[src/rtl/core/booth_signed_multiplier_top_macros.svh]
// Assertion macros used by the Booth multiplier controller.
`ifndef BOOTH_SIGNED_MULTIPLIER_TOP_MACROS_SVH
`define BOOTH_SIGNED_MULTIPLIER_TOP_MACROS_SVH

// Same-cycle implication, disabled while reset is asserted.
`define BSM_ASSERT_IMPL(label, clk, rst_n, ante, cons) \
  label: assert property (@(posedge clk) disable iff (!rst_n) (ante) |-> (cons)) \
    else $error("bsm assertion failed");

// Next-cycle implication, disabled while reset is asserted.
`define BSM_ASSERT_NEXT(label, clk, rst_n, ante, cons) \
  label: assert property (@(posedge clk) disable iff (!rst_n) (ante) |=> (cons)) \
    else $error("bsm assertion failed");

`endif

[src/rtl/core/bsm_pkg.sv]
// Package with shared constants and types of the Booth multiplier.
`default_nettype none

package bsm_pkg;

  // Default operand width in bits.
  localparam int BSM_WIDTH = 16;

  // Commands from the controller to the datapath.
  typedef struct packed {
    logic load;     // Load operands and clear the accumulator.
    logic step;     // Perform one Booth add/subtract and shift.
    logic capture;  // Write the stepped values into the product register.
  } bsm_cmd_t;

endpackage

`default_nettype wire

[src/rtl/core/bsm_if.sv]
// Valid/ready channel interfaces for operands and products.
`default_nettype none

interface bsm_in_if
  import bsm_pkg::*;
#(
  parameter int WIDTH = BSM_WIDTH
) ();
  logic                    valid;
  logic                    ready;
  logic signed [WIDTH-1:0] multiplicand;
  logic signed [WIDTH-1:0] multiplier;

  modport source (output valid, output multiplicand, output multiplier, input ready);
  modport sink   (input valid, input multiplicand, input multiplier, output ready);
endinterface

interface bsm_out_if
  import bsm_pkg::*;
#(
  parameter int WIDTH = BSM_WIDTH
) ();
  logic                      valid;
  logic                      ready;
  logic signed [2*WIDTH-1:0] product;

  modport source (output valid, output product, input ready);
  modport sink   (input valid, input product, output ready);
endinterface

`default_nettype wire

[src/rtl/core/bsm_ctrl.sv]
// Controller state machine that sequences the Booth steps and the output handshake.
`default_nettype none

`include "booth_signed_multiplier_top_macros.svh"

module bsm_ctrl
  import bsm_pkg::*;
#(
  parameter int WIDTH = BSM_WIDTH
) (
  input  logic     clk,
  input  logic     rst_n,
  input  logic     in_valid,
  output logic     in_ready,
  output logic     out_valid,
  input  logic     out_ready,
  output bsm_cmd_t cmd
);

  localparam int CNT_W = (WIDTH > 1) ? $clog2(WIDTH) : 1;
  localparam logic [CNT_W-1:0] CNT_LAST = CNT_W'(WIDTH - 1);

  localparam logic ST_IDLE = 1'b0;
  localparam logic ST_RUN  = 1'b1;

  logic             state_r, state_nxt;
  logic [CNT_W-1:0] cnt_r, cnt_nxt;
  logic             out_valid_r, out_valid_nxt;
  logic             out_free;

  // The product register may be written when empty or drained this cycle.
  assign out_free = !out_valid_r || out_ready;

  always_comb begin
    cmd           = '0;
    state_nxt     = state_r;
    cnt_nxt       = cnt_r;
    out_valid_nxt = out_valid_r;
    if (out_valid_r && out_ready) begin
      out_valid_nxt = 1'b0;
    end
    case (state_r)
      ST_IDLE: begin
        if (in_valid) begin
          cmd.load  = 1'b1;
          cnt_nxt   = '0;
          state_nxt = ST_RUN;
        end
      end
      ST_RUN: begin
        if (cnt_r != CNT_LAST) begin
          cmd.step = 1'b1;
          cnt_nxt  = cnt_r + 1'b1;
        end else if (out_free) begin
          // The last step writes the product directly.
          cmd.step      = 1'b1;
          cmd.capture   = 1'b1;
          out_valid_nxt = 1'b1;
          state_nxt     = ST_IDLE;
        end
      end
      default: begin
        state_nxt = ST_IDLE;
      end
    endcase
  end

  always_ff @(posedge clk) begin
    if (!rst_n) begin
      state_r     <= ST_IDLE;
      cnt_r       <= '0;
      out_valid_r <= 1'b0;
    end else begin
      state_r     <= state_nxt;
      cnt_r       <= cnt_nxt;
      out_valid_r <= out_valid_nxt;
    end
  end

  assign in_ready  = (state_r == ST_IDLE);
  assign out_valid = out_valid_r;

  `BSM_ASSERT_IMPL(a_no_overwrite, clk, rst_n, cmd.capture, !out_valid_r || out_ready)
  `BSM_ASSERT_NEXT(a_capture_valid, clk, rst_n, cmd.capture, out_valid_r)
  `BSM_ASSERT_NEXT(a_result_held, clk, rst_n, out_valid_r && !out_ready, out_valid_r)
  `BSM_ASSERT_NEXT(a_count_advance, clk, rst_n,
                   state_r == ST_RUN && cnt_r != CNT_LAST,
                   state_r == ST_RUN && cnt_r == $past(cnt_r) + 1'b1)

endmodule

`default_nettype wire

[src/rtl/core/bsm_datapath.sv]
// Booth radix-2 datapath: accumulator, multiplier shift register and product register.
`default_nettype none

module bsm_datapath
  import bsm_pkg::*;
#(
  parameter int WIDTH = BSM_WIDTH
) (
  input  logic                      clk,
  input  bsm_cmd_t                  cmd,
  input  logic signed [WIDTH-1:0]   in_multiplicand,
  input  logic signed [WIDTH-1:0]   in_multiplier,
  output logic signed [2*WIDTH-1:0] out_product
);

  // Booth recoding of {low multiplier bit, prior bit}.
  localparam logic [1:0] BOOTH_ADD = 2'b01;
  localparam logic [1:0] BOOTH_SUB = 2'b10;

  // The accumulator carries one guard bit so the most negative operand cannot wrap.
  logic [WIDTH:0]     acc_r, acc_nxt;
  logic [WIDTH-1:0]   q_r, q_nxt;
  logic               q1_r, q1_nxt;
  logic [WIDTH-1:0]   mcand_r, mcand_nxt;
  logic [2*WIDTH-1:0] prod_r;
  logic [WIDTH:0]     mcand_ext;
  logic [WIDTH:0]     sum;
  logic [WIDTH:0]     acc_step;
  logic [WIDTH-1:0]   q_step;

  always_comb begin
    mcand_ext = {mcand_r[WIDTH-1], mcand_r};
    case ({q_r[0], q1_r})
      BOOTH_ADD: sum = acc_r + mcand_ext;
      BOOTH_SUB: sum = acc_r - mcand_ext;
      default:   sum = acc_r;
    endcase
    acc_step = {sum[WIDTH], sum[WIDTH:1]};
    q_step   = {sum[0], q_r[WIDTH-1:1]};

    acc_nxt   = acc_r;
    q_nxt     = q_r;
    q1_nxt    = q1_r;
    mcand_nxt = mcand_r;
    if (cmd.load) begin
      acc_nxt   = '0;
      q_nxt     = in_multiplier;
      q1_nxt    = 1'b0;
      mcand_nxt = in_multiplicand;
    end else if (cmd.step) begin
      acc_nxt = acc_step;
      q_nxt   = q_step;
      q1_nxt  = q_r[0];
    end
  end

  always_ff @(posedge clk) begin
    acc_r   <= acc_nxt;
    q_r     <= q_nxt;
    q1_r    <= q1_nxt;
    mcand_r <= mcand_nxt;
    if (cmd.capture) begin
      prod_r <= {acc_step[WIDTH-1:0], q_step};
    end
  end

  assign out_product = prod_r;

endmodule

`default_nettype wire

[src/rtl/core/booth_signed_multiplier_top.sv]
// Top level of the sequential radix-2 Booth signed multiplier.
//
// Usage: the operand channel in_ch transfers a signed multiplicand and a
// signed multiplier of WIDTH bits each; the result channel out_ch transfers
// the full signed product of 2*WIDTH bits, which never overflows.
// A transfer takes place on a rising clock edge with valid and ready high.
// Each operand pair yields exactly one product, in order.
// After the operand transfer the controller runs WIDTH Booth steps, one per
// cycle unless a stalled out_ch holds the last step, on a single add/subtract
// unit; the last step writes the output register, which raises out_ch.valid.
// A new operand pair is taken only once the step loop is back in idle, after
// the previous product has been written to the output register.
// in_ch.ready is high whenever the step loop is free, even while an earlier
// product still waits in the output register.
// Stall: if out_ch is stalled when the next product is due, the controller
// holds before its last step until the waiting product is taken; nothing is
// lost or overwritten.
// Reset (rst_n low, synchronous) returns the controller to idle and drops
// out_ch.valid; no clearing pass is needed.
`default_nettype none

module booth_signed_multiplier_top
  import bsm_pkg::*;
#(
  parameter int WIDTH = BSM_WIDTH
) (
  input  logic      clk,
  input  logic      rst_n,
  bsm_in_if.sink    in_ch,
  bsm_out_if.source out_ch
);

  bsm_cmd_t cmd;

  // Controller: sequences the load, the Booth steps and the output handshake.
  bsm_ctrl #(
    .WIDTH (WIDTH)
  ) u_ctrl (
    .clk       (clk),
    .rst_n     (rst_n),
    .in_valid  (in_ch.valid),
    .in_ready  (in_ch.ready),
    .out_valid (out_ch.valid),
    .out_ready (out_ch.ready),
    .cmd       (cmd)
  );

  // Datapath: accumulator with guard bit, shift register and product register.
  bsm_datapath #(
    .WIDTH (WIDTH)
  ) u_datapath (
    .clk             (clk),
    .cmd             (cmd),
    .in_multiplicand (in_ch.multiplicand),
    .in_multiplier   (in_ch.multiplier),
    .out_product     (out_ch.product)
  );

endmodule

`default_nettype wire
[src/flat_wrapper.sv]
// flat-port wrapper written by rule: the top's interface ports become plain ports
module booth_signed_multiplier_top_flat import bsm_pkg::*;
#(
  parameter int WIDTH = BSM_WIDTH
)
  (clk, rst_n, in_ch_valid, in_ch_multiplicand, in_ch_multiplier, in_ch_ready, out_ch_valid, out_ch_product, out_ch_ready);
  bsm_in_if #(.WIDTH(WIDTH)) in_ch_i ();
  bsm_out_if #(.WIDTH(WIDTH)) out_ch_i ();
  input  logic clk;
  input  logic rst_n;
  input wire logic [$bits(in_ch_i.valid)-1:0] in_ch_valid;
  input wire logic [$bits(in_ch_i.multiplicand)-1:0] in_ch_multiplicand;
  input wire logic [$bits(in_ch_i.multiplier)-1:0] in_ch_multiplier;
  output wire logic [$bits(in_ch_i.ready)-1:0] in_ch_ready;
  output wire logic [$bits(out_ch_i.valid)-1:0] out_ch_valid;
  output wire logic [$bits(out_ch_i.product)-1:0] out_ch_product;
  input wire logic [$bits(out_ch_i.ready)-1:0] out_ch_ready;
  assign in_ch_i.valid = in_ch_valid;
  assign in_ch_i.multiplicand = in_ch_multiplicand;
  assign in_ch_i.multiplier = in_ch_multiplier;
  assign in_ch_ready = in_ch_i.ready;
  assign out_ch_valid = out_ch_i.valid;
  assign out_ch_product = out_ch_i.product;
  assign out_ch_i.ready = out_ch_ready;
  booth_signed_multiplier_top #(.WIDTH(WIDTH)) u_core (.clk(clk), .rst_n(rst_n), .in_ch(in_ch_i), .out_ch(out_ch_i));
endmodule
[config.mk]
export PLATFORM = sky130hd
export DESIGN_NAME = booth_signed_multiplier_top_flat
export DESIGN_NICKNAME = d
export VERILOG_FILES = /design/src/rtl/core/bsm_pkg.sv /design/src/rtl/core/bsm_if.sv /design/src/rtl/core/bsm_ctrl.sv /design/src/rtl/core/bsm_datapath.sv /design/src/rtl/core/booth_signed_multiplier_top.sv /design/src/flat_wrapper.sv
export VERILOG_INCLUDE_DIRS = /design/src /design/src/rtl/core
export SDC_FILE = /design/constraint.sdc
export NUM_CORES = 1
export LEC_CHECK = 0
export BUFFER_PORTS_ARGS = -buffer_cell sky130_fd_sc_hd__buf_2
export CORE_MARGIN = 4
export CORE_UTILIZATION = 35
export CTS_CLUSTER_SIZE = 8
export DETAILED_ROUTE_END_ITERATION = 7
export SETUP_SLACK_MARGIN = 0.15
export SLEW_MARGIN = 20
export SYNTH_ARGS = -nofsm -noshare
export SYNTH_HDL_FRONTEND = slang
export SYNTH_SLANG_ARGS = --single-unit
[constraint.sdc]
create_clock -name clk -period 5.48 [get_ports clk]
set_clock_uncertainty 0.1 [all_clocks]
set_input_delay 0.274 -clock clk [delete_from_list [all_inputs] [get_ports clk]]
set_output_delay 0.274 -clock clk [all_outputs]
set_load 0.01 [all_outputs]
Word-level counts from Yosys, hierarchy flattened. Cells that the tools add are included.

Bitwise logic cells: 1. Equality and inequality tests: 5. Reductions and logical operators: 5. Divide/modulo/power cells: 0. Shifts and indexed selects: 0. Add/subtract/negate cells: 3. Order comparisons: 0. Multipliers: 0. Multiplexer cells: 19.

Operator list (count): case mux 17 bit (2 select lines) (1); two-way mux 16 bit (2); adder 16 x 16 -> 17 bit (1); subtractor 16 x 16 -> 17 bit (1); two-way mux 1 bit (10); two-way mux 4 bit (2); case mux 4 bit (2 select lines) (1); adder 4 x 1 -> 4 bit (second input constant) (1); two-way mux 2 bit (2); inequality test 4 bit (second input constant) (1); equality test 2 x 1 -> 1 bit (second input constant) (1); equality test 2 bit (second input constant) (1); inequality test 2 x 1 -> 1 bit (second input constant) (1); inequality test 2 bit (second input constant) (1); case mux 1 bit (2 select lines) (1); AND reduction 2 bit (1); nonzero test 2 bit (1); logical AND 1 bit (1); zero test 1 bit (1); logical OR 1 bit (1); inverter 1 bit (1).

Bits of input ports: 36. Bits in writable memories: 0. Memories kept: 0. Bits in read-only memories: 0. Logic and storage cells: 41. Bits in latches: 0. Bits in registers: 87. Output and inout port bits: 34.

Logic depth before layout (Yosys ltp). Gate-level depths: netlist of the first run.

Word-level depth: 7. Mapped depth: 15. Depth with buffers taken out: 14.

Hierarchy. Synthesis of the first run repeated with hierarchy kept, for this count alone.

Cell total of the unflattened synthesis: 408. Area total of the unflattened synthesis: 4565.6 um^2.

Modules (own cells, without submodules): bsm_datapath (cells an instance 373, area an instance 4249.1 um^2, instances 1, seq. area each 2262.2 um^2); bsm_ctrl (cells an instance 35, area an instance 316.6 um^2, instances 1, seq. area each 120.1 um^2).

Least setup slack after synthesis of the first run. No wires, ideal clock.

Kind: register to register. Start: register u_core.u_datapath.mcand_r[11]. End: register, netlist name u_core.u_datapath.acc_r[15]. Clock period less this slack: 3.177 ns. Required time: 5.266 ns. Arrival time: 2.963 ns. Path buffers: 1. Stages on the path, launching flop included: 14. Setup time: 0.114 ns. Slack: 2.303 ns. Cells stage by stage: edfxtp_1 or4_4 nor4_1 nor2_1 xnor2_1 ha_1 buf_2 a21oi_1 o21a_1 o21a_1 a31o_2 mux2i_2 mux2_2 a21o_1.

Longest elaborated chain between the ends: 2. Elaborated cells between the ends (all ways): 3. Those cells by class: 2 x add/sub; 1 x mux.

Ends and longest elaborated chain: from (decl) (line bsm_datapath.sv:24) `logic [WIDTH-1:0] mcand_r, mcand_nxt;`; from (signal assigned) (line bsm_datapath.sv:61) `mcand_r <= mcand_nxt;`; subtractor 16 x 16 -> 17 bit / adder 16 x 16 -> 17 bit (equally long branches) (line bsm_datapath.sv:35, bsm_datapath.sv:34); case mux 17 bit (2 select lines) * (line bsm_datapath.sv:33) `case ({q_r[0], q1_r})`.

Every way passes the cells marked *; elsewhere a longest branch is shown, timed or not. A chain may end at the register's enable or synchronous reset.

Worst setup path after layout of the first run.
Start: register u_core.u_datapath.mcand_r[11]. End: register, netlist name u_core.u_datapath.acc_r[15].

Longest elaborated chain between the ends: 2. Elaborated cells between the ends (all ways): 3. Those cells by class: 2 x add/sub; 1 x mux.

Ends and longest elaborated chain (line): subtractor 16 x 16 -> 17 bit / adder 16 x 16 -> 17 bit (equally long branches) (bsm_datapath.sv:35, bsm_datapath.sv:34); case mux 17 bit (2 select lines) * (bsm_datapath.sv:33).

Marks and branches as above.

==> results of run 1 <==
[per-layer routing]
layer  part of all wire (%)  vias up
met5                      0        -
met3                    3.7       12
li1                       -     1690
met1                     50     1483
met4                    1.8        0
met2                     44       63
[where the power goes]
group          leakage (uW)  switching, uW  internal (uW)
registers          0.000792           68.4            827
clock network      0.000132            265            315
logic               0.00121            475            374
[cell type report]
cell class,count,area [um^2],area share [%]
multi-input cells,310,1936,36.37
clock inverters,6,52.55,0.9875
repair buffers,79,435.4,8.182
well taps,172,215.2,4.044
inverters,19,71.32,1.340
flip-flops and latches,87,2382,44.77
clock buffers,10,229.0,4.303
[worst reg2reg max path, stage by stage, from the launching register on]
cell,delay [ps]
edfxtp_1,430
or4_4,590
nor4_1,250
nor2_1,90
xnor2_1,180
ha_1,450
a21oi_1,120
o21a_1,210
o21a_1,100
a31o_2,220
mux2i_2,160
mux2_2,270
a21o_1,170
[synthesized netlist by cell type (all sizes together) (9+ instances only)]
| library cell | count | area [um^2] |
|---|---|---|
| a21oi | 30 | 150.1 |
| clkbuf | 15 | 77.57 |
| dfxtp | 23 | 460.4 |
| edfxtp | 64 | 1922 |
| ha | 19 | 237.7 |
| inv | 19 | 71.32 |
| mux2 | 9 | 101.4 |
| nand2 | 73 | 274.0 |
| nand3 | 12 | 60.06 |
| nor2 | 32 | 125.1 |
| nor3 | 16 | 80.08 |
| o21a | 9 | 67.56 |
| o21ai | 24 | 123.9 |
| xnor2 | 24 | 210.2 |
[metrics by stage]
stage,hold slack [ps],power [uW],std cells
2_1_floorplan,272.9,1577,435
3_3_place_gp,329.5,1739,661
3_5_place_dp,334.1,1758,661
4_1_cts,1.325,2345,683
5_1_grt,4.902,2499,683
6_report,11.00,2324,683
[sequential cells by signal, summed over array words and instances (netlist names)]
signal	count
u_core.u_datapath.q_r	16
u_core.u_datapath.mcand_r	16
u_core.u_datapath.acc_r	16
u_core.u_datapath.out_product	32
u_core.u_ctrl.state_r	1
u_core.u_ctrl.cnt_r	4
u_core.u_ctrl.out_valid	1
u_core.u_datapath.q1_r	1
[kinds of logic after synthesis]
family          after synthesis  synth area share [%]
mux                          13                 3.235
fa+ha+maj                    20                 5.745
buf+inv                      38                 3.932
simple gates                161                 16.82
flops                        87                 53.10
xor+xnor                     27                 5.271
compound gates               89                 11.91
[worst max path at each step]
stage | startpoint | depth (start not counted) | to
2_1_floorplan | u_core.u_datapath.mcand_r[11] | 13 | u_core.u_datapath.acc_r[15]
3_3_place_gp | u_core.u_datapath.mcand_r[11] | 12 | u_core.u_datapath.acc_r[15]
3_5_place_dp | u_core.u_datapath.mcand_r[11] | 12 | u_core.u_datapath.acc_r[15]
4_1_cts | u_core.u_datapath.mcand_r[11] | 12 | u_core.u_datapath.acc_r[15]
5_1_grt | u_core.u_datapath.mcand_r[11] | 12 | u_core.u_datapath.acc_r[15]
6_report | u_core.u_datapath.mcand_r[11] | 12 | u_core.u_datapath.acc_r[15]
==> impl_metrics.csv, run 1 <==
group,metric,value,unit
outcome,outcome,"finished clean",
floorplanning,fp.coreArea,12570,um^2
power_and_ir_drop,power_density,436.7,nW/um^2
routing,wl_per_cell,13.74,um
logic_synthesis,ys_ff_latch,87,
setup_path,critPathArrivalTime,3570,ps
min_path,hp-start,"in_ch_multiplicand[9]",
finish,final_cell_mix,"nand2_1, buf_2, edfxtp_1",
setup_path,endpoint_kind,"register",
global_route,gr-max-usage-layer,"met2",
sta,worst_slew_pin_slew,980.2,ps
finish,layout_commonest_cell,"nand2_1",
finish,stdcell_area,5321,um^2
global_route,use_met1,18.66,%
routing,drt-total-wl,9387,um
setup_path,worst_path_max_delay_cell,"or4_4",
global_route,grt_max_degree,40,
sta,setup_violations,0,
place,buffer_ports.inserted,69,
global_route,antenna_found_initial,0,
cts,clkLatencyLatePin,340,ps
sta,finalMaxSlewViolations,0,
sta,max-slew-margin-rel,34.52,%
floorplanning,chipWidth,121.2,um
floorplanning,rows,41,
routing,drc_errors,0,
setup_path,crit_buf_inv,0,
cts,cts_buffers,9,
cts,postCtsSetupBuffers,0,
global_route,use_met3,2.284,%
sta,fin_tns_setup,0,ps
setup_path,reg2reg_from,"u_core.u_datapath.mcand_r[11]",
setup_path,crit_required,5620,ps
place,hpwl,6901,um
power_and_ir_drop,p_leak,0.002138,uW
cts,ctsLongestPathBuffers,2,
power_and_ir_drop,vdd_drop_max,162.2,uV
cts,cts.sinks,87,
place,placed_cell_area,4980,um^2
sta,finalCriticalPeriod,3435,ps
floorplanning,top_level_ports,70,
setup_path,cp_common_cell,"o21a_1",
sta,rsz0062_at_grt,"false",
global_route,grt-ovfl-total,0,
logic_synthesis,synth_ff_type,"edfxtp_1",
place,post-place-ws,2065,ps
finish,drive_above_1_share,21.53,%
logic_synthesis,ys_seq_area_share,53.10,%
logic_synthesis,synth_warnings,0,
logic_synthesis,syn_area,4487,um^2
logic_synthesis,synth_edf_count,64,
cts,ctsHoldBuffers,6,
finish,fin_nets,562,
setup_path,worstReg2RegEnd,"u_core.u_datapath.acc_r[15]",
cts,clk_pin_slew,70,ps
routing,vias,3248,
min_path,worstHoldPathCells,1,
sta,hold_violations,0,
finish,fin_util,42.34,%
cts,h-tree-depth,3,
setup_path,cp_max_fo,9,
finish,diodes,0,
floorplanning,initial_core_util,35.70,%
sta,timing.fmax,291.1,MHz
min_path,hold_end,"u_core.u_datapath.mcand_r[9]",
setup_path,reg2reg_slack,2050,ps
sta,fin_crit_sh,62.68,%
global_route,use_met2,20.60,%
place,gp_congestion,0.8851,
cts,root_buffer,"clkbuf_16",
cts,cts_resized,0,
setup_path,startpoint_type,"register",
run,cap_violations,0,
finish,area_growth,18.60,%
setup_path,critPathMaxStageDelay,590,ps
global_route,grt_pass1_vias,3248,
setup_path,crit_chain,"or4_4 > nor4_1 > nor2_1 > xnor2_1 > ha_1 > a21oi_1 > o21a_1 > o21a_1 > a31o_2 > mux2i_2 > mux2_2 > a21o_1",
sta,setup_ws,2045,ps
routing,dr.pass1.iters,4,
logic_synthesis,synth.avg_cell_area,10.31,um^2
logic_synthesis,ys_types,52,
cts,cts_tree,"built",
logic_synthesis,syn-instance-count,435,
global_route,track_usage,13.42,%
routing,drt-initial-drc-count,179,
routing,detail-route-antenna-nets,0,
routing,drt-vias-per-instance,4.755,
setup_path,r2r_cells,12,
finish,n_fill_cell,1226,
global_route,grt_first_pass_wirelength,15780,um
floorplanning,die_h,121.2,um
logic_synthesis,ys_async_sr_fraction,0,%
min_path,hold_class,"input pin to register",
logic_synthesis,synth_nets,491,
setup_path,critical_path_class,"register to register",
floorplanning,die-area,14690,um^2
setup_path,crit_family,"simple AND/OR/NAND/NOR gates",
No activity file was read; power rests on OpenSTA's default activity.
==> inputs of run 2 (changes only) <==
Clock period 5.48 ns to 3.24 ns, I/O delays scaled along.
==> run 2 against run 1 <==
The flow now finishes with violations (negative setup slack); critical path depth is 1 higher; die area unchanged; combinational power grew 130%; non-clock buffer count rose by 66; worst hold slack got worse by 3.1 ps; setup slack got worse by 2100 ps; sequential power is 70% higher; register-to-register slack got worse by 2100 ps; maximum frequency rose by 5.1%; first-iteration DRC count is 19% lower; critical endpoint unchanged; highest routed layer unchanged.
==> impl_metrics.csv, run 2 (same netlist as run 1, synthesis figures left out) <==
group,metric,value,unit
setup_path,critical_path_class,"register to register",
setup_path,worstReg2RegEnd,"u_core.u_datapath.acc_r[15]",
sta,timing.fmax,306.1,MHz
place,dp_cells,683,
power_and_ir_drop,p_int,3056,uW
sta,fin_tns_setup,-27.33,ps
cts,cts_buffers,9,
routing,detail-route-antenna-nets,0,
sta,setup_violations,1,
power_and_ir_drop,p_sw,1549,uW
floorplanning,chipWidth,121.2,um
finish,area_growth,37.28,%
setup_path,cp_max_fo,4,
sta,worst_slew_pin_slew,491.1,ps
routing,drt-vias-per-instance,4.710,
setup_path,cp_common_cell,"o21a_1",
setup_path,critPathArrivalTime,3410,ps
floorplanning,rows,41,
place,placed_cell_area,5176,um^2
place,buffer_ports.inserted,69,
finish,seq_area,2382,um^2
cts,h-tree-depth,3,
setup_path,crit_chain,"or4_4 > buf_4 > nor3_2 > a21oi_1 > xnor2_1 > ha_1 > nand2_1 > o21a_1 > o21a_1 > a31o_2 > mux2i_2 > mux2_2 > a21o_1",
run,cap_violations,0,
routing,drt-total-wl,10250,um
floorplanning,die-area,14690,um^2
finish,largest_reg_flops,32,
finish,diodes,0,
power_and_ir_drop,p_leak,0.002521,uW
sta,finalMaxSlewViolations,0,
cts,clkLatencyLatePin,340,ps
power_and_ir_drop,p_comb_share,42.0,%
setup_path,crit_family,"compound AO/OA/AOI/OAI gates",
routing,drt-initial-drc-count,145,
power_and_ir_drop,power,4606,uW
sta,setup_ws,-27.33,ps
setup_path,crit_required,3380,ps
sta,fin_crit_sh,100.8,%
power_and_ir_drop,clkPwrFrac,25.1,%
cts,cts_tree,"built",
outcome,violations,"negative setup slack",
global_route,grt_first_pass_wirelength,16780,um
cts,clk_pin_slew,70,ps
power_and_ir_drop,swShare,33.64,%
finish,fin_cells,749,
floorplanning,initial_core_util,35.70,%
setup_path,r2r_cells,13,
min_path,hold_end,"u_core.u_datapath.q_r[0]",
setup_path,reg2reg_slack,-30,ps
floorplanning,fp.coreArea,12570,um^2
place,gp_congestion,0.8604,
sta,hold_violations,0,
setup_path,critPathMaxStageDelay,580,ps
finish,multi_input_area,2125,um^2
global_route,grt_max_degree,37,
place,hpwl,7225,um
global_route,grt-ovfl-total,0,
setup_path,startpoint_type,"register",
setup_path,endpoint_kind,"register",
floorplanning,die_h,121.2,um
finish,layout_commonest_cell,"nand2_1",
cts,cts.sinks,87,
power_and_ir_drop,vdd_drop_max,280.5,uV
min_path,worstHoldPathCells,3,
cts,root_buffer,"clkbuf_16",
setup_path,reg2reg_from,"u_core.u_datapath.mcand_r[11]",
finish,drive_above_1_share,31.72,%
finish,n_fill_cell,1141,
outcome,outcome,"finished with violations",
finish,fin_nets,628,
global_route,antenna_found_initial,0,
sta,max-slew-margin-rel,67.22,%
global_route,track_usage,14.42,%
finish,final_cell_mix,"nand2_1, buf_2, edfxtp_1",
power_and_ir_drop,seqPwrFrac,32.9,%
routing,drc_errors,0,
finish,stdcell_area,6160,um^2
floorplanning,top_level_ports,70,
global_route,grt_pass1_vias,3459,
routing,dr.pass1.iters,4,
routing,wl_per_cell,13.68,um
min_path,hp-start,"in_ch_multiplier[0]",
sta,finalCriticalPeriod,3267,ps
sta,rsz0062_at_grt,"true",
setup_path,worst_path_max_delay_cell,"or4_4",
cts,ctsLongestPathBuffers,2,
min_path,hold_class,"input pin to register",
routing,vias,3528,
setup_path,crit_buf_inv,1,
power_and_ir_drop,power_density,747.7,nW/um^2
[run 2: cell count changes in the layout (fill, tap and decap cells not counted), sizes merged]
cell	delta
buf	+40
inv	+1
clkbuf	-1
dlygate4sd3	+26
clkinvlp	-2
bufinv	+2
[run 2: per-layer routing]
metal	global-route usage [%]	share of wire, %	wire length (um)
met1	19.23	48	4921
met2	22.86	47	4803
met3	3.124	3.1	317
met4	5.812	2.0	206
met5	0	0	0
[run 2: worst max path at each step]
stage                             startpoint                                end  cells past startpoint
4_1_cts         u_core.u_datapath.mcand_r[9]  u_core.u_datapath.out_product[30]                     12
6_report       u_core.u_datapath.mcand_r[11]        u_core.u_datapath.acc_r[15]                     13
2_1_floorplan  u_core.u_datapath.mcand_r[11]        u_core.u_datapath.acc_r[15]                     13
5_1_grt        u_core.u_datapath.mcand_r[11]  u_core.u_datapath.out_product[30]                     12
3_5_place_dp   u_core.u_datapath.mcand_r[12]  u_core.u_datapath.out_product[30]                     12
3_3_place_gp   u_core.u_datapath.mcand_r[11]  u_core.u_datapath.out_product[30]                     12
[run 2: metrics by stage]
stage | setup WS [ps] | utilization [%] | hold slack [ps]
after global routing | -106.3 | 49.01 | 3.747
final | -27.33 | 49.01 | 7.897
after floorplan | 204.5 | - | 160.9
after global placement | 25.76 | 41.18 | 242.3
after CTS | 68.34 | 47.05 | 6.384
after detailed placement | -30.21 | 41.18 | 240.1
[run 2: worst min-delay path: stages]
cell	delay (ps)
buf_2	80
nand2_1	40
nand2_1	60
[run 2: repair_timing]
| action | 4_1_cts | 5_1_grt |
|---|---|---|
| endpoints found under the hold margin | 35 | 0 |
| setup buffers | 5 | 13 |
| pin swaps | 6 | 20 |
| hold buffers | 32 | 0 |
| setup endpoints to repair | 8 | 19 |
| resized for setup | 10 | 35 |
[run 2: cell type report]
class	count	area share, %
multi-input combinational	310	34.49
tap	172	3.494
inverter	19	1.158
clock buffer	9	3.656
sequential	87	38.68
clock inverter	7	1.767
timing repair buffer	145	16.76
[run 2: power groups by stage]
stage	sequential [uW]	clock (uW)	combinational, uW
2_1_floorplan	1500	0	1180
3_3_place_gp	1530	0	1560
3_5_place_dp	1530	0	1590
4_1_cts	1510	1190	1690
5_1_grt	1540	1240	2150
6_report	1520	1160	1930
